<file path="config.mk">
export PLATFORM = sky130hd
export DESIGN_NAME = status_led_pattern_renderer_core
export DESIGN_NICKNAME = d
export VERILOG_FILES = /design/src/sv/slpr_pkg.sv /design/src/sv/slpr_div.sv /design/src/sv/slpr_dp.sv /design/src/sv/slpr_ctrl.sv /design/src/sv/status_led_pattern_renderer_core.sv
export SDC_FILE = /design/constraint.sdc
export NUM_CORES = 1
export LEC_CHECK = 0
export BUFFER_PORTS_ARGS = -buffer_cell sky130_fd_sc_hd__buf_2
export CORE_MARGIN = 2
export CORE_UTILIZATION = 25
export CTS_CLUSTER_SIZE = 30
export DETAILED_ROUTE_END_ITERATION = 12
export GPL_TIMING_DRIVEN = 1
export SLEW_MARGIN = 20
export SYNTH_ARGS = -nofsm -noshare
export SYNTH_HDL_FRONTEND = slang
export SYNTH_SLANG_ARGS = --single-unit
</file>
<file path="constraint.sdc">
create_clock -name clk -period 13.4 [get_ports clk]
set_input_delay 0.67 -clock clk [delete_from_list [all_inputs] [get_ports clk]]
set_output_delay 0.67 -clock clk [all_outputs]
set_load 0.05 [all_outputs]
</file>
<file path="src/sv/slpr_pkg.sv">
// types and constants of the status led pattern renderer
`default_nettype none
package slpr_pkg;

  typedef struct packed {
    logic [2:0]  op;
    logic [2:0]  new_state;
    logic [31:0] now_ms;
  } slpr_in_t;

  typedef struct packed {
    logic [7:0] green_duty;
    logic [7:0] yellow_duty;
    logic [7:0] red_duty;
  } slpr_out_t;

  typedef struct packed {
    logic capture;
    logic eval;
    logic load_out;
  } slpr_cmd_t;

  typedef struct packed {
    logic is_render;
    logic need_div;
    logic div_done;
    logic out_free;
  } slpr_sts_t;

  typedef enum logic [1:0] {
    ST_IDLE,
    ST_EVAL,
    ST_DIV,
    ST_OUT
  } slpr_state_t;

  typedef enum logic [1:0] {
    CH_GREEN,
    CH_YELLOW,
    CH_RED
  } slpr_ch_t;

  // request opcodes
  localparam logic [2:0] OP_RENDER    = 3'd0;
  localparam logic [2:0] OP_SET_STATE = 3'd1;
  localparam logic [2:0] OP_BUTTON    = 3'd2;
  localparam logic [2:0] OP_BOOT_ANIM = 3'd3;
  localparam logic [2:0] OP_OTA       = 3'd4;

  // led modes
  localparam logic [2:0] MODE_BOOT_OK    = 3'd0;
  localparam logic [2:0] MODE_JOINING    = 3'd1;
  localparam logic [2:0] MODE_JOINED     = 3'd2;
  localparam logic [2:0] MODE_NORMAL     = 3'd3;
  localparam logic [2:0] MODE_SENSOR_ERR = 3'd5;
  localparam logic [2:0] MODE_LINK_LOST  = 3'd6;

  // configuration register indexes
  localparam logic [1:0] CFG_ACTIVE_LOW  = 2'd0;
  localparam logic [1:0] CFG_JOIN_PERIOD = 2'd1;
  localparam logic [1:0] CFG_NORM_PERIOD = 2'd2;
  localparam logic [1:0] CFG_BUTTON_LEN  = 2'd3;

  localparam int CFG_IDX_W  = 2;
  localparam int CFG_DATA_W = 16;

  localparam logic [7:0]  FULL_DUTY     = 8'hFF;
  localparam logic [31:0] BLINK_MS      = 32'd150;
  localparam logic [31:0] FLASH_MS      = 32'd120;
  localparam int          RAMP_TOTAL_MS = 3000;
  localparam int          JOIN_FLASHES  = 3;
  localparam int          OTA_FLASHES   = 6;

  // breathe divider sizes: 16 bit distance times 255 over a 15 bit half period
  localparam int NUM_W = 24;
  localparam int DEN_W = 15;
  localparam int CNT_W = 5;

endpackage
`default_nettype wire

</file>
<file path="src/sv/slpr_div.sv">
// restoring divider, one quotient bit per cycle, for the breathe ramp
`default_nettype none
module slpr_div
  import slpr_pkg::*;
(
  input  wire logic             clk,
  input  wire logic             rst_n,
  input  wire logic             start,
  input  wire logic [NUM_W-1:0] dividend,
  input  wire logic [DEN_W-1:0] divisor,
  output logic                  done,
  output logic [NUM_W-1:0]      quot
);

  logic             busy_r, busy_nxt;
  logic             done_r, done_nxt;
  logic [CNT_W-1:0] cnt_r, cnt_nxt;
  logic [DEN_W-1:0] rem_r, rem_nxt;
  logic [NUM_W-1:0] quot_r, quot_nxt;
  logic [DEN_W-1:0] den_r, den_nxt;
  logic [DEN_W:0]   rem_sh;
  logic [DEN_W:0]   diff;

  always_comb begin
    busy_nxt = busy_r;
    done_nxt = 1'b0;
    cnt_nxt  = cnt_r;
    rem_nxt  = rem_r;
    quot_nxt = quot_r;
    den_nxt  = den_r;
    rem_sh   = {rem_r, quot_r[NUM_W-1]};
    diff     = rem_sh - {1'b0, den_r};
    if (start) begin
      busy_nxt = 1'b1;
      cnt_nxt  = CNT_W'(NUM_W);
      rem_nxt  = '0;
      quot_nxt = dividend;
      den_nxt  = divisor;
    end else if (busy_r) begin
      if (rem_sh >= {1'b0, den_r}) begin
        rem_nxt  = diff[DEN_W-1:0];
        quot_nxt = {quot_r[NUM_W-2:0], 1'b1};
      end else begin
        rem_nxt  = rem_sh[DEN_W-1:0];
        quot_nxt = {quot_r[NUM_W-2:0], 1'b0};
      end
      cnt_nxt = cnt_r - CNT_W'(1);
      if (cnt_r == CNT_W'(1)) begin
        busy_nxt = 1'b0;
        done_nxt = 1'b1;
      end
    end
  end

  always_ff @(posedge clk) begin
    if (!rst_n) begin
      busy_r <= 1'b0;
      done_r <= 1'b0;
      cnt_r  <= '0;
    end else begin
      busy_r <= busy_nxt;
      done_r <= done_nxt;
      cnt_r  <= cnt_nxt;
    end
    rem_r  <= rem_nxt;
    quot_r <= quot_nxt;
    den_r  <= den_nxt;
  end

  assign done = done_r;
  assign quot = quot_r;

endmodule
`default_nettype wire

</file>
<file path="src/sv/slpr_dp.sv">
// datapath: config registers, pattern state, render evaluation and output register
`default_nettype none
module slpr_dp
  import slpr_pkg::*;
#(
  parameter int RAMP_STEPS   = 40,
  parameter int TICK_STEP_MS = 20
) (
  input  wire logic                  clk,
  input  wire logic                  rst_n,
  input  wire logic                  cfg_we,
  input  wire logic [CFG_IDX_W-1:0]  cfg_index,
  input  wire logic [CFG_DATA_W-1:0] cfg_wdata,
  input  wire slpr_in_t              in_data,
  input  wire logic                  out_ready,
  output logic                       out_valid,
  output slpr_out_t                  out_data,
  input  wire slpr_cmd_t             cmd,
  output slpr_sts_t                  sts
);

  localparam int RAMP_MS  = RAMP_TOTAL_MS / RAMP_STEPS;
  // ramp brightness as a multiply by the rounded-up reciprocal of the step count
  localparam int RAMP_X_W = 14;
  localparam int RAMP_SH  = RAMP_X_W + $clog2(RAMP_STEPS);
  localparam int RAMP_REC = ((1 << RAMP_SH) + RAMP_STEPS - 1) / RAMP_STEPS;

  slpr_in_t item_r;

  logic        cfg_al_r;
  logic [15:0] cfg_join_r;
  logic [15:0] cfg_norm_r;
  logic [15:0] cfg_btn_r;

  logic [2:0]  led_mode_r, led_mode_nxt;
  logic        seq_run_r, seq_run_nxt;
  logic [2:0]  seq_idx_r, seq_idx_nxt;
  logic [31:0] seq_dl_r, seq_dl_nxt;
  logic [15:0] phase_r, phase_nxt;
  logic        ramp_run_r, ramp_run_nxt;
  logic [5:0]  ramp_idx_r, ramp_idx_nxt;
  logic [31:0] ramp_dl_r, ramp_dl_nxt;
  logic        flash_run_r, flash_run_nxt;
  logic [3:0]  flash_idx_r, flash_idx_nxt;
  logic [31:0] flash_dl_r, flash_dl_nxt;
  logic [31:0] ovl_until_r, ovl_until_nxt;

  logic [7:0]  base_g_r, base_g_nxt;
  logic [7:0]  base_y_r, base_y_nxt;
  logic [7:0]  base_r_r, base_r_nxt;
  logic        brth_use_r;
  slpr_ch_t    brth_ch_r, brth_ch_nxt;
  logic        ovl_r, ovl_nxt;
  logic        out_valid_r;
  slpr_out_t   out_data_r;

  logic [31:0]         now;
  logic [15:0]         brth_period;
  logic [16:0]         phase_sum;
  logic [15:0]         phase_new;
  logic [DEN_W-1:0]    half;
  logic [15:0]         brth_dist;
  logic [NUM_W-1:0]    num;
  logic [RAMP_X_W-1:0] ramp_x;
  logic [RAMP_X_W+14:0] ramp_prod;
  logic [7:0]          bright;
  logic                brth_act;
  logic                need_div;
  logic                div_done;
  logic [NUM_W-1:0]    div_q;
  logic [7:0]          brth_duty;
  logic [7:0]          g_fin, y_fin, r_fin;

  always_comb begin
    now          = item_r.now_ms;
    brth_period  = (led_mode_r == MODE_JOINING) ? cfg_join_r : cfg_norm_r;
    phase_sum    = {1'b0, phase_r} + 17'(TICK_STEP_MS);
    phase_new    = (phase_sum >= {1'b0, brth_period}) ? 16'd0 : phase_sum[15:0];
    half         = brth_period[15:1];
    brth_dist    = (phase_new < {1'b0, half}) ? phase_new : (brth_period - phase_new);
    // times 255 as shift and subtract
    num          = {brth_dist, 8'h00} - {8'h00, brth_dist};
    ramp_x       = '0;
    ramp_prod    = '0;
    bright       = 8'd0;

    led_mode_nxt  = led_mode_r;
    seq_run_nxt   = seq_run_r;
    seq_idx_nxt   = seq_idx_r;
    seq_dl_nxt    = seq_dl_r;
    phase_nxt     = phase_r;
    ramp_run_nxt  = ramp_run_r;
    ramp_idx_nxt  = ramp_idx_r;
    ramp_dl_nxt   = ramp_dl_r;
    flash_run_nxt = flash_run_r;
    flash_idx_nxt = flash_idx_r;
    flash_dl_nxt  = flash_dl_r;
    ovl_until_nxt = ovl_until_r;
    base_g_nxt    = 8'd0;
    base_y_nxt    = 8'd0;
    base_r_nxt    = 8'd0;
    brth_ch_nxt   = CH_GREEN;
    brth_act      = 1'b0;
    ovl_nxt       = 1'b0;
    need_div      = 1'b0;

    unique case (item_r.op)
      OP_RENDER: begin
        if (flash_run_r) begin
          if (now >= flash_dl_r) begin
            flash_dl_nxt  = now + FLASH_MS;
            flash_idx_nxt = flash_idx_r + 4'd1;
            if (flash_idx_nxt > 4'(OTA_FLASHES * 2)) begin
              flash_run_nxt = 1'b0;
            end
          end
          if (flash_run_nxt && flash_idx_nxt[0]) begin
            base_g_nxt = FULL_DUTY;
            base_y_nxt = FULL_DUTY;
          end
        end else if (ramp_run_r) begin
          if (now >= ramp_dl_r) begin
            ramp_idx_nxt = ramp_idx_r + 6'd1;
            ramp_dl_nxt  = now + 32'(RAMP_MS);
            if (ramp_idx_nxt >= 6'(RAMP_STEPS)) begin
              ramp_run_nxt = 1'b0;
            end
          end
          if (ramp_run_nxt) begin
            // index below the step count keeps the brightness under full duty
            ramp_x    = {ramp_idx_nxt, 8'h00} - {8'h00, ramp_idx_nxt};
            ramp_prod = (RAMP_X_W+15)'(ramp_x) * (RAMP_X_W+15)'(RAMP_REC);
            bright    = ramp_prod[RAMP_SH +: 8];
            case (ramp_idx_nxt[1:0])
              2'd0:    base_r_nxt = bright;
              2'd2:    base_g_nxt = bright;
              default: base_y_nxt = bright;
            endcase
          end
        end else if (seq_run_r && led_mode_r == MODE_BOOT_OK) begin
          if (now >= seq_dl_r) begin
            if (seq_idx_r == 3'd0) begin
              seq_idx_nxt = 3'd1;
              seq_dl_nxt  = now + BLINK_MS;
            end else if (seq_idx_r == 3'd1) begin
              seq_idx_nxt = 3'd2;
              seq_dl_nxt  = now + BLINK_MS;
            end else begin
              seq_run_nxt = 1'b0;
              seq_idx_nxt = 3'd0;
              seq_dl_nxt  = 32'd0;
            end
          end
          if (seq_idx_nxt == 3'd1) base_g_nxt = FULL_DUTY;
        end else if (seq_run_r && led_mode_r == MODE_JOINED) begin
          if (now >= seq_dl_r) begin
            if (seq_idx_r < 3'(JOIN_FLASHES * 2)) begin
              seq_dl_nxt  = now + BLINK_MS;
              seq_idx_nxt = seq_idx_r + 3'd1;
            end else begin
              seq_run_nxt = 1'b0;
              seq_idx_nxt = 3'd0;
              seq_dl_nxt  = 32'd0;
            end
          end
          if (seq_idx_nxt[0]) base_y_nxt = FULL_DUTY;
        end else begin
          case (led_mode_r)
            MODE_JOINING: begin
              brth_act    = 1'b1;
              brth_ch_nxt = CH_YELLOW;
            end
            MODE_NORMAL: begin
              brth_act    = 1'b1;
              brth_ch_nxt = CH_GREEN;
            end
            MODE_SENSOR_ERR: base_r_nxt = FULL_DUTY;
            MODE_LINK_LOST: begin
              brth_act    = 1'b1;
              brth_ch_nxt = CH_RED;
            end
            default: ;
          endcase
          if (brth_act) begin
            phase_nxt = phase_new;
            need_div  = (half != '0);
          end
          ovl_nxt = (ovl_until_r != 32'd0) && (now < ovl_until_r);
        end
      end
      OP_SET_STATE: begin
        if (led_mode_r != item_r.new_state) begin
          led_mode_nxt = item_r.new_state;
          seq_idx_nxt  = 3'd0;
          if (item_r.new_state == MODE_BOOT_OK || item_r.new_state == MODE_JOINED) begin
            seq_run_nxt = 1'b1;
            seq_dl_nxt  = now;
            if (item_r.new_state == MODE_BOOT_OK) phase_nxt = 16'd0;
          end else begin
            seq_run_nxt = 1'b0;
            seq_dl_nxt  = 32'd0;
          end
        end
      end
      OP_BUTTON: ovl_until_nxt = now + {16'd0, cfg_btn_r};
      OP_BOOT_ANIM: begin
        ramp_run_nxt = 1'b1;
        ramp_idx_nxt = 6'd0;
        ramp_dl_nxt  = now;
      end
      OP_OTA: begin
        flash_run_nxt = 1'b1;
        flash_idx_nxt = 4'd0;
        flash_dl_nxt  = now;
      end
      default: ;
    endcase
  end

  slpr_div u_div (
    .clk      (clk),
    .rst_n    (rst_n),
    .start    (cmd.eval && need_div),
    .dividend (num),
    .divisor  (half),
    .done     (div_done),
    .quot     (div_q)
  );

  // breathe value saturates at full duty
  assign brth_duty = (div_q[NUM_W-1:8] != '0) ? FULL_DUTY : div_q[7:0];

  always_comb begin
    g_fin = (brth_use_r && brth_ch_r == CH_GREEN) ? brth_duty : base_g_r;
    y_fin = (brth_use_r && brth_ch_r == CH_YELLOW) ? brth_duty : base_y_r;
    r_fin = (brth_use_r && brth_ch_r == CH_RED) ? brth_duty : base_r_r;
    if (ovl_r) y_fin = FULL_DUTY;
  end

  always_ff @(posedge clk) begin
    if (!rst_n) begin
      cfg_al_r    <= 1'b0;
      cfg_join_r  <= 16'd2000;
      cfg_norm_r  <= 16'd5000;
      cfg_btn_r   <= 16'd120;
      led_mode_r  <= MODE_BOOT_OK;
      seq_run_r   <= 1'b0;
      seq_idx_r   <= 3'd0;
      seq_dl_r    <= 32'd0;
      phase_r     <= 16'd0;
      ramp_run_r  <= 1'b0;
      ramp_idx_r  <= 6'd0;
      ramp_dl_r   <= 32'd0;
      flash_run_r <= 1'b0;
      flash_idx_r <= 4'd0;
      flash_dl_r  <= 32'd0;
      ovl_until_r <= 32'd0;
      out_valid_r <= 1'b0;
    end else begin
      if (cfg_we) begin
        unique case (cfg_index)
          CFG_ACTIVE_LOW:  cfg_al_r   <= cfg_wdata[0];
          CFG_JOIN_PERIOD: cfg_join_r <= cfg_wdata;
          CFG_NORM_PERIOD: cfg_norm_r <= cfg_wdata;
          CFG_BUTTON_LEN:  cfg_btn_r  <= cfg_wdata;
          default: ;
        endcase
      end
      if (cmd.eval) begin
        led_mode_r  <= led_mode_nxt;
        seq_run_r   <= seq_run_nxt;
        seq_idx_r   <= seq_idx_nxt;
        seq_dl_r    <= seq_dl_nxt;
        phase_r     <= phase_nxt;
        ramp_run_r  <= ramp_run_nxt;
        ramp_idx_r  <= ramp_idx_nxt;
        ramp_dl_r   <= ramp_dl_nxt;
        flash_run_r <= flash_run_nxt;
        flash_idx_r <= flash_idx_nxt;
        flash_dl_r  <= flash_dl_nxt;
        ovl_until_r <= ovl_until_nxt;
      end
      if (cmd.load_out) begin
        out_valid_r <= 1'b1;
      end else if (out_ready) begin
        out_valid_r <= 1'b0;
      end
    end
    if (cmd.capture) item_r <= in_data;
    if (cmd.eval) begin
      base_g_r   <= base_g_nxt;
      base_y_r   <= base_y_nxt;
      base_r_r   <= base_r_nxt;
      brth_use_r <= need_div;
      brth_ch_r  <= brth_ch_nxt;
      ovl_r      <= ovl_nxt;
    end
    if (cmd.load_out) begin
      // active low output is the one's complement of the duty
      out_data_r.green_duty  <= g_fin ^ {8{cfg_al_r}};
      out_data_r.yellow_duty <= y_fin ^ {8{cfg_al_r}};
      out_data_r.red_duty    <= r_fin ^ {8{cfg_al_r}};
    end
  end

  assign sts.is_render = (item_r.op == OP_RENDER);
  assign sts.need_div  = need_div;
  assign sts.div_done  = div_done;
  assign sts.out_free  = !out_valid_r || out_ready;

  assign out_valid = out_valid_r;
  assign out_data  = out_data_r;

endmodule
`default_nettype wire

</file>
<file path="src/sv/slpr_ctrl.sv">
// controller state machine sequencing capture, evaluation, divide and output
`default_nettype none
module slpr_ctrl
  import slpr_pkg::*;
(
  input  wire logic      clk,
  input  wire logic      rst_n,
  input  wire logic      in_valid,
  output logic           in_ready,
  input  wire slpr_sts_t sts,
  output slpr_cmd_t      cmd
);

  slpr_state_t state_r, state_nxt;

  always_ff @(posedge clk) begin
    if (!rst_n) begin
      state_r <= ST_IDLE;
    end else begin
      state_r <= state_nxt;
    end
  end

  always_comb begin
    state_nxt    = state_r;
    in_ready     = 1'b0;
    cmd.capture  = 1'b0;
    cmd.eval     = 1'b0;
    cmd.load_out = 1'b0;
    unique case (state_r)
      ST_IDLE: begin
        in_ready = 1'b1;
        if (in_valid) begin
          cmd.capture = 1'b1;
          state_nxt   = ST_EVAL;
        end
      end
      ST_EVAL: begin
        cmd.eval = 1'b1;
        if (!sts.is_render) begin
          state_nxt = ST_IDLE;
        end else if (sts.need_div) begin
          state_nxt = ST_DIV;
        end else begin
          state_nxt = ST_OUT;
        end
      end
      ST_DIV: begin
        if (sts.div_done) state_nxt = ST_OUT;
      end
      ST_OUT: begin
        // wait here while the previous result is still held
        if (sts.out_free) begin
          cmd.load_out = 1'b1;
          state_nxt    = ST_IDLE;
        end
      end
      default: state_nxt = ST_IDLE;
    endcase
  end

endmodule
`default_nettype wire

</file>
<file path="src/sv/status_led_pattern_renderer_core.sv">
// Status LED pattern renderer, top level.
// Requests come in on in_valid/in_ready with in_data (op, new_state, now_ms).
// Only a render request produces a result, on out_valid/out_ready with out_data
// holding the green, yellow and red duties. Other requests just update state.
// Configuration is written through cfg_we/cfg_index/cfg_wdata, one register per
// cycle, with no read-back. The user must write it only while no request is
// in flight; the block itself does not enforce this. A non-render request is
// captured and evaluated only; a render request is also loaded into the output
// register, after the 24-step restoring divider when a breathe pattern is shown.
// One request is worked on at a time; the next is taken as soon as the
// current one is done, even while its result still sits in the output register.
// If the receiver stalls, the result is held in the output register, and a
// following render waits for that register to free up before loading.
// Reset (rst_n low, synchronous) clears all pattern state, restores the register
// defaults and empties the output register.
`default_nettype none
module status_led_pattern_renderer_core
  import slpr_pkg::*;
#(
  parameter int RAMP_STEPS   = 40,
  parameter int TICK_STEP_MS = 20
) (
  input  wire logic                  clk,
  input  wire logic                  rst_n,
  input  wire logic                  in_valid,
  output logic                       in_ready,
  input  wire slpr_in_t              in_data,
  output logic                       out_valid,
  input  wire logic                  out_ready,
  output slpr_out_t                  out_data,
  input  wire logic                  cfg_we,
  input  wire logic [CFG_IDX_W-1:0]  cfg_index,
  input  wire logic [CFG_DATA_W-1:0] cfg_wdata
);

  slpr_cmd_t cmd;
  slpr_sts_t sts;

  slpr_ctrl u_ctrl (
    .clk      (clk),
    .rst_n    (rst_n),
    .in_valid (in_valid),
    .in_ready (in_ready),
    .sts      (sts),
    .cmd      (cmd)
  );

  slpr_dp #(
    .RAMP_STEPS   (RAMP_STEPS),
    .TICK_STEP_MS (TICK_STEP_MS)
  ) u_dp (
    .clk       (clk),
    .rst_n     (rst_n),
    .cfg_we    (cfg_we),
    .cfg_index (cfg_index),
    .cfg_wdata (cfg_wdata),
    .in_data   (in_data),
    .out_ready (out_ready),
    .out_valid (out_valid),
    .out_data  (out_data),
    .cmd       (cmd),
    .sts       (sts)
  );

endmodule
`default_nettype wire

</file>
Word level (Yosys, flattened, before mapping):

Cells that the tools add are included.

* bits in registers: 366
* word-level logic and storage cells: 315
* output and inout bits: 26
* bits of input ports: 61

* mux-type cells: 151
* add/sub/neg operators: 13
* bitwise operators: 6
* magnitude comparators: 10
* $mul: 1
* equal/unequal tests: 44
* reductions and logical operators: 51

Operators by type and width (count)
* two-way mux 32 bit: 16
* two-way mux 8 bit: 25
* case mux 32 bit (2 select lines): 3
* two-way mux 16 bit: 11
* greater-or-equal comparator 32 bit: 3
* adder 32 x 7 -> 32 bit, second input constant: 2
* two-way mux 3 bit: 18
* two-way mux 1 bit: 49
* two-way mux 24 bit: 2
* two-way mux 6 bit: 6
* adder 32 x 16 -> 32 bit: 1
* adder 32 x 8 -> 32 bit, second input constant: 1
* less-than comparator 32 bit: 1
* case mux 16 bit (2 select lines): 1
* nonzero test 32 bit: 1
* multiplier 14 x 15 -> 28 bit, second input constant: 1
* subtractor 24 x 16 -> 24 bit: 1
* XOR 8 bit: 3
* inequality test 2 x 1 -> 1 bit, second input constant: 10
* AND reduction 10 bit: 2
* adder 16 x 5 -> 17 bit, second input constant: 1
* greater-or-equal comparator 17 x 16 -> 1 bit: 1
* greater-or-equal comparator 16 x 15 -> 1 bit: 1
* less-than comparator 16 x 15 -> 1 bit: 1
* 49 further kinds: 115

Longest topological paths before layout:

Gate-level depths: netlist (run 1).

* word-level depth: 17
* gate-level depth with buffers: 42
* depth with buffers taken out: 40

Modules after synthesis:

Synthesis (run 1) repeated with hierarchy kept, for this count alone.

* cells, all modules: 3232
* area total of the unflattened synthesis: 27935.5 um^2

Modules (own cells, without submodules)
* slpr_dp: instances 1, area each 24594.8 um^2, sequential area each 6966.7 um^2, cells each 2932
* slpr_div: instances 1, area each 3210.6 um^2, sequential area each 1611.5 um^2, cells each 285
* slpr_ctrl: instances 1, area each 130.1 um^2, sequential area each 40.0 um^2, cells each 15

Least setup slack after synthesis (run 1):

Ideal clock, no wire load.

* path type: register to register
* start: reg u_dp.item_r (netlist bit u_dp.now[0])
* end: reg u_dp.base_y_r[5] (data pin)
* buffers on the path: 2
* period minus slack after synthesis: 9.089 ns
* stages on the path, launching flop included: 41
* library setup time: 0.267 ns
* arrival time: 8.823 ns
* data required time: 13.133 ns
* path slack: 4.311 ns
* cell sequence: edfxtp_1 > inv_1 > ha_1 > nand2b_1 > a21o_1 > a21oi_1 > o211ai_1 > a32o_1 > o21a_1 > buf_2 > xnor2_1 > ha_1 > clkbuf_1 > nand3_1 > nor2_1 > a31oi_1 > or2_2 > inv_1 > [5 not listed] > fa_1 > inv_1 > fa_1 > inv_1 > fa_1 > inv_1 > ha_1 > o21a_1 > o211ai_1 > nor2_1 > nor4_1 > a32oi_1 > a21o_1 > a41oi_1 > nand2b_1 > a21oi_1 > xor2_1 > o21ai_0

* longest elaborated chain between the ends: 12
* elaborated cells between the ends (all ways): 37
* those cells by class: add/sub (1); mul (1); order compare (3); eq/ne (1); mux (28); reduce/logical (3)

RTL lines
* start: declaration: line slpr_dp.sv:28 `slpr_in_t item_r;`
* start signal: assignment: line slpr_dp.sv:289 `if (cmd.capture) item_r <= in_data;`
* branches (longest 11 deep; another with greater-or-equal comparator 32 bit)
* two-way mux 8 bit *: line slpr_dp.sv:109 `if (flash_run_r) begin`
* end signal: assignment: line slpr_dp.sv:292 `base_y_r <= base_y_nxt;`
* end: declaration: line slpr_dp.sv:49 `logic [7:0] base_y_r, base_y_nxt;`

Mark *: on every way between the ends. The select of a mux whose other input is x is not followed.
A chain may end at the register's enable or synchronous reset.

Worst setup path after layout (run 1):

* start: reg u_dp.item_r (netlist bit u_dp.now[22])
* end: reg u_dp.base_y_r[6] (data pin)

Same word-level chain as after synthesis.

==> impl_metrics.yaml, run 1 <==
grt:
  grt_overflow: 0
  grt_pass1_wl_um: 124000
  grtUsageTotal: 0.137
  grt_max_degree: 88
  antenna_found_initial: 11
  grt_pass1_vias: 22000
status:
  status: "completed"
hold_path:
  hp-class: "input port to register"
cells_and_area:
  regArea_um2: 8620
  synthToLayoutAreaGrowth_pct: 12.6
  fill_cells: 11700
  fin_nets: 3704
  multi_input_area_um2: 17300
  layout-drive-gt1-share: 0.0707
  design_area_um2: 31200
sta:
  finClkSkew_ns: 0.0259
  hold_viol_final: 0
  timing.slew.headroom: 0.291
  post-route-min-period_ns: 10.60
  totalNegativeSetupSlack_ns: 0
  maxSlewViolCount: 0
  tightest_slew_ns: 1.06
  fmax_ghz: 0.0943
  finalCritPeriodShare: 0.791
  whs_ns: 0.251
  rsz0062_at_grt: "false"
  setup_viol: 0
synthesis:
  synth_edf_count: 129
  synth_top_area_share: 0.171
  synth_fp_nets: 3686
  ys_seq_area_frac: 0.311
  ys_warn_count: 0
  synth_top_area_cell: "dfxtp_1"
  syn-mean-instance-area_um2: 8.58
  ys_types: 85
  synthArstFlopShare: 0
  netlist_top_cells_count: "427 x nand2_1, 346 x inv_1, 330 x ha_1"
  synth_flop_cell: "dfxtp_1"
  syn_area_um2: 27700
  synth_seq_cells: 366
  syn-instance-count: 3231
  synth.area.top_cells: "dfxtp_1 17%, ha_1 15%, edfxtp_1 14%"
  yosysMostFrequentCell: "nand2_1"
placed_design:
  dpl-instance-area_um2: 29700
  place_congestion: 0.916
  hpwl_um: 58800
  io_buffers: 86
floorplanning:
  die_x_um: 337
  start_util: 0.251
  core_area_um2: 110000
  die-area_um2: 114000
  io_pins: 87
  die_h_um: 337
  rows: 122
critical_path:
  worstSetupPathType: "register to register"
  crit_fanout: 19
  crit_path_top_delay_cell: "mux2i_1"
  end_kind: "register"
  arrival_ns: 11.00
  cpPeakStageDelay_ns: 0.68
  critPathTopFamily: "adder cells"
  critPathLaunchType: "register"
  critical_path_buf_inv_count: 5
  crit_required_ns: 13.80
drt:
  drc_errors: 0
  firstDrtPassIters: 5
  antenna_left: 0
  vias: 22700
  wl_um: 78300
  drt_iter0_markers: 1520
  wl_per_cell_um: 16.4
  via_per_inst: 4.76
clock_tree:
  clk_latency_ns: 0.60
  cts_resized: 0
  cts.clk_slew.worst_paths_ns: 0.06
  cts-hold-fix-buffers: 0
  htree_levels: 2
  tritoncts: "done"
  cts_buffer_depth: 3
  cts_buffers: 43
  cts_sinks: 366
  post_cts_buffers: 0
  ctsRootBufferMaster: "clkbuf_16"
pwr:
  p_per_area_nw_per_um2: 219
  ir_worst_vdd_uv: 352
  leakage_nw: 13.3
flow_run:
  drv_cap: 0
registers in the layout, indices dropped and copies added, names as in the netlist, 24 cells and up, named ones only:
name and count:
u_dp.flash_dl_r 32, u_dp.seq_dl_r 32, u_dp.out_data 24, u_dp.ramp_dl_r 32, u_dp.now 32, u_dp.ovl_until_r 32, u_dp.u_div.quot 24
logic make-up (layout without fill, tap and decap cells):
| group | after synthesis | count (layout) | share of synthesized area |
|---|---|---|---|
| AO/OA/AOI/OAI | 708 | 708 | 0.172 |
| XOR/XNOR | 196 | 196 | 0.0619 |
| adder cells (fa/ha/maj) | 394 | 394 | 0.195 |
| buffers and inverters | 490 | 542 | 0.0670 |
| flip-flops | 366 | 366 | 0.311 |
| multiplexers | 50 | 50 | 0.0188 |
| other | 0 | 1 | 0 |
| AND/OR/NAND/NOR | 1027 | 1027 | 0.175 |
placed cells by master, fill, tap and decap left out, types with 10 or more instances in the layout:
cell type  synthesis  routed
a211oi_1          38      38
a21boi_0          55      55
a21o_1            62      62
a21oi_1          143     143
a31oi_1           12      12
and2_1            38      36
and3_1            40      40
buf_2              4      85
buf_4              1      29
clkbuf_16          0      43
dfxtp_1          237     237
edfxtp_1         129     129
fa_1              64      64
ha_1             330     330
inv_1            346     346
mux2i_1           42      42
nand2_1          427     427
nand2b_1          35      35
nand3_1           87      87
nand4_1           48      48
nor2_1           175     174
nor2b_1           29      28
nor3_1            48      47
nor3b_1           11      10
nor4_1            30      29
o211a_1           63      63
o211ai_1          20      20
o21a_1            28      27
o21ai_0          184     184
o311ai_0          12      12
or2_2             15      15
or3_1             14      14
xnor2_1          113     112
xor2_1            83      83
worst register-to-register path, delay by kind of cell, from the launching register on:
kind	cells	cell delay, ns
mux	1	0.68
buf+inv	5	0.48
xor+xnor	2	0.34
fa+ha+maj	9	3.91
flops	1	0.64
compound gates	10	2.54
simple gates	10	1.82
final timing paths:
kind	startpoint	to	slack [ns]	depth (start not counted)
worst max-delay path	u_dp.now[22]	u_dp.base_y_r[6]	2.80	37
worst min-delay path	in_data[18]	u_dp.now[18]	0.25	1
worst max register to register	u_dp.now[22]	u_dp.base_y_r[6]	2.80	37
worst min register to register	u_dp.cfg_norm_r[0]	u_dp.cfg_norm_r[0]	0.46	2
through the flow:
step	util	instances	total power [mW]	worst slack, ns
final	0.283	4772	6.83	2.80
after global routing	0.283	4771	7.76	1.88
after CTS	0.283	4771	6.94	2.63
after detailed placement	0.269	4692	5.62	2.67
after global placement	0.269	4692	5.62	2.93
after floorplan	-	3231	4.59	4.31
power breakdown:
| group | internal, mW | total (mW) | switching (mW) |
|---|---|---|---|
| Combinational | 1.83 | 4.27 | 2.43 |
| Clock | 0.719 | 1.24 | 0.516 |
| Sequential | 1.24 | 1.33 | 0.0909 |
| Total | 3.79 | 6.83 | 3.04 |
routing by layer:
layer  up-vias  share of wire  track usage
li1      11300              -            -
met1     10800           0.47        0.187
met2       566           0.44        0.220
met3       134          0.055       0.0223
met4         6          0.028       0.0406
met5         -         0.0011      0.00383
area by class of cell:
cell class                 count  share of cell area
antenna                        1           0.0000802
clock buffer                  52              0.0372
clock inverter                27             0.00990
inverter                     348              0.0419
multi-input combinational   2375               0.554
sequential                   366               0.276
tap                         1488              0.0596
timing repair buffer         115              0.0210
Note: power is estimated with default switching activity, not from simulation.
==> inputs of run 2 (changes only) <==
ABC_AREA = 1   (was not set)
clock period = 9.9 ns   (was 13.4 ns; I/O delays follow)
==> run 2 against run 1 <==
Total power is 86% higher; synthesized cell count is 13% higher; sequential power is 36% higher; clock power is 52% higher; hold slack worse by 0.21 ns; final cell count is 11% higher; routed wire length is 5.9% higher; global-route usage is 0.59 points higher; via count is 7.5% higher; register-to-register slack worse by 2.0 ns; cell area is 2.7% higher; flip-flop and latch count stayed put; highest routed layer unchanged.
==> impl_metrics.yaml, run 2 <==
status:
  status: "completed"
drt:
  drc_errors: 0
  vias: 24400
  antenna_left: 0
  firstDrtPassIters: 7
  wl_um: 82900
  drt_iter0_markers: 1823
  via_per_inst: 4.63
  wl_per_cell_um: 15.7
cells_and_area:
  synthToLayoutAreaGrowth_pct: 14.4
  fill_cells: 11900
  layout-drive-gt1-share: 0.0826
  multi_input_area_um2: 16600
  regArea_um2: 8620
  final_common_cell: "nand2_1"
  layout_common_cells: "631 x nand2_1, 626 x inv_1, 330 x ha_1"
  fin_nets: 4205
synthesis:
  synth_edf_count: 129
  synth_top_area_share: 0.169
  syn_area_um2: 28000
  ys_seq_area_frac: 0.307
  ys_warn_count: 0
  ys_types: 65
  syn-instance-count: 3663
  synthArstFlopShare: 0
  synth.area.top_cells: "dfxtp_1 17%, ha_1 15%, edfxtp_1 14%"
  yosysMostFrequentCell: "nand2_1"
  synth_fp_nets: 4118
  syn-mean-instance-area_um2: 7.65
  synth_top_area_cell: "dfxtp_1"
  synth_seq_cells: 366
  netlist_top_cells_count: "631 x nand2_1, 627 x inv_1, 330 x ha_1"
  synth_flop_cell: "dfxtp_1"
sta:
  totalNegativeSetupSlack_ns: 0
  timing.slew.headroom: 0.244
  rsz0062_at_grt: "false"
  post-route-min-period_ns: 9.10
  hold_viol_final: 0
  fmax_ghz: 0.110
  finClkSkew_ns: 0.0463
  setup_viol: 0
  tightest_slew_ns: 1.12
  finalCritPeriodShare: 0.919
  maxSlewViolCount: 0
critical_path:
  crit_fanout: 11
  end_kind: "register"
  worstSetupPathType: "register to register"
  crit_path_top_delay_cell: "fa_1"
  critPathLaunchType: "register"
  crit_required_ns: 10.21
  cp_common_cell: "inv_1"
  cpPeakStageDelay_ns: 0.55
  arrival_ns: 9.41
placed_design:
  hpwl_um: 63700
  place_congestion: 0.937
  io_buffers: 86
clock_tree:
  ctsRootBufferMaster: "clkbuf_16"
  cts_buffer_depth: 3
  tritoncts: "done"
  clk_latency_ns: 0.63
  post_cts_buffers: 0
  cts_sinks: 366
  htree_levels: 2
  cts.clk_slew.worst_paths_ns: 0.06
  cts_buffers: 47
floorplanning:
  die_h_um: 339
  die_x_um: 339
  rows: 122
  start_util: 0.253
  io_pins: 87
  die-area_um2: 115000
  core_area_um2: 111000
grt:
  grtUsageTotal: 0.143
  antenna_found_initial: 14
  grt_pass1_wl_um: 131000
  grt_pass1_vias: 23900
  grt_max_degree: 86
  grt_overflow: 0
pwr:
  power_mw: 12.7
  ir_worst_vdd_uv: 1010
  p_per_area_nw_per_um2: 397
  leakage_nw: 14.6
flow_run:
  drv_cap: 0
hold_path:
  hp-class: "input port to register"
run 2: path summary, 6_finish.rpt:
check	cells past startpoint	start	end	slack [ns]
worst min register to register	2	u_dp.cfg_join_r[9]	u_dp.cfg_join_r[9]	0.45
worst min-delay path	1	in_data[26]	u_dp.now[26]	0.04
worst max register to register	40	u_dp.now[17]	u_dp.base_y_r[7]	0.80
worst max-delay path	40	u_dp.now[17]	u_dp.base_y_r[7]	0.80
run 2: where the power goes:
group / switching, mW / leakage (nW) / total (mW) / internal, mW
clock network: 0.727 / 0.838 / 1.89 / 1.16
registers: 0.0925 / 3.13 / 1.81 / 1.72
logic: 5.36 / 10.6 / 9.05 / 3.68
total: 6.18 / 14.6 / 12.7 / 6.56
run 2: cell families (layout without fill, tap and decap cells):
family                   count (synthesis)  after routing  share of synthesized area
multiplexers                            16             16                    0.00571
AO/OA/AOI/OAI                          728            728                      0.145
XOR/XNOR                               184            184                     0.0578
flip-flops                             366            366                      0.307
adder cells (fa/ha/maj)                394            394                      0.193
buffers and inverters                  751            876                      0.102
other                                    0              1                          0
AND/OR/NAND/NOR                       1224           1224                      0.189
run 2: worst max-delay path: cells and delay by family, from the launching register on:
kind                     cells  cell delay [ns]
adder cells (fa/ha/maj)      9             3.68
flip-flops                   1             0.41
buffers and inverters        7             0.51
XOR/XNOR                     1             0.26
AND/OR/NAND/NOR             16             2.42
AO/OA/AOI/OAI                7             1.45
run 2: metal layers:
metal	part of all wire	global-route usage
met1	0.45	0.187
met2	0.45	0.235
met3	0.060	0.0248
met4	0.032	0.0485
met5	0.0010	0
run 2: cell type report:
| class | count | area share |
|---|---|---|
| well taps | 1488 | 0.0581 |
| flip-flops and latches | 366 | 0.269 |
| clock inverters | 19 | 0.00929 |
| multi-input cells | 2546 | 0.518 |
| repair buffers | 137 | 0.0254 |
| diodes | 1 | 0.0000781 |
| inverters | 652 | 0.0763 |
| clock buffers | 68 | 0.0443 |
run 2: repair_timing:
action,CTS,global route
gates resized for setup,0,3
endpoints found under the setup margin,0,15
hold buffers,0,0
run 2: metrics by stage:
stage	util	hold WS (ns)	std cells	area, um^2	setup WS (ns)
after floorplan	-	0.424	3663	28000	1.08
after global placement	0.273	0.433	5189	30300	0.975
after detailed placement	0.273	0.437	5189	30300	0.758
after CTS	0.289	0.0142	5276	32000	0.682
after global routing	0.289	0.0263	5276	32100	0.0351
final	0.289	0.0423	5277	32100	0.800
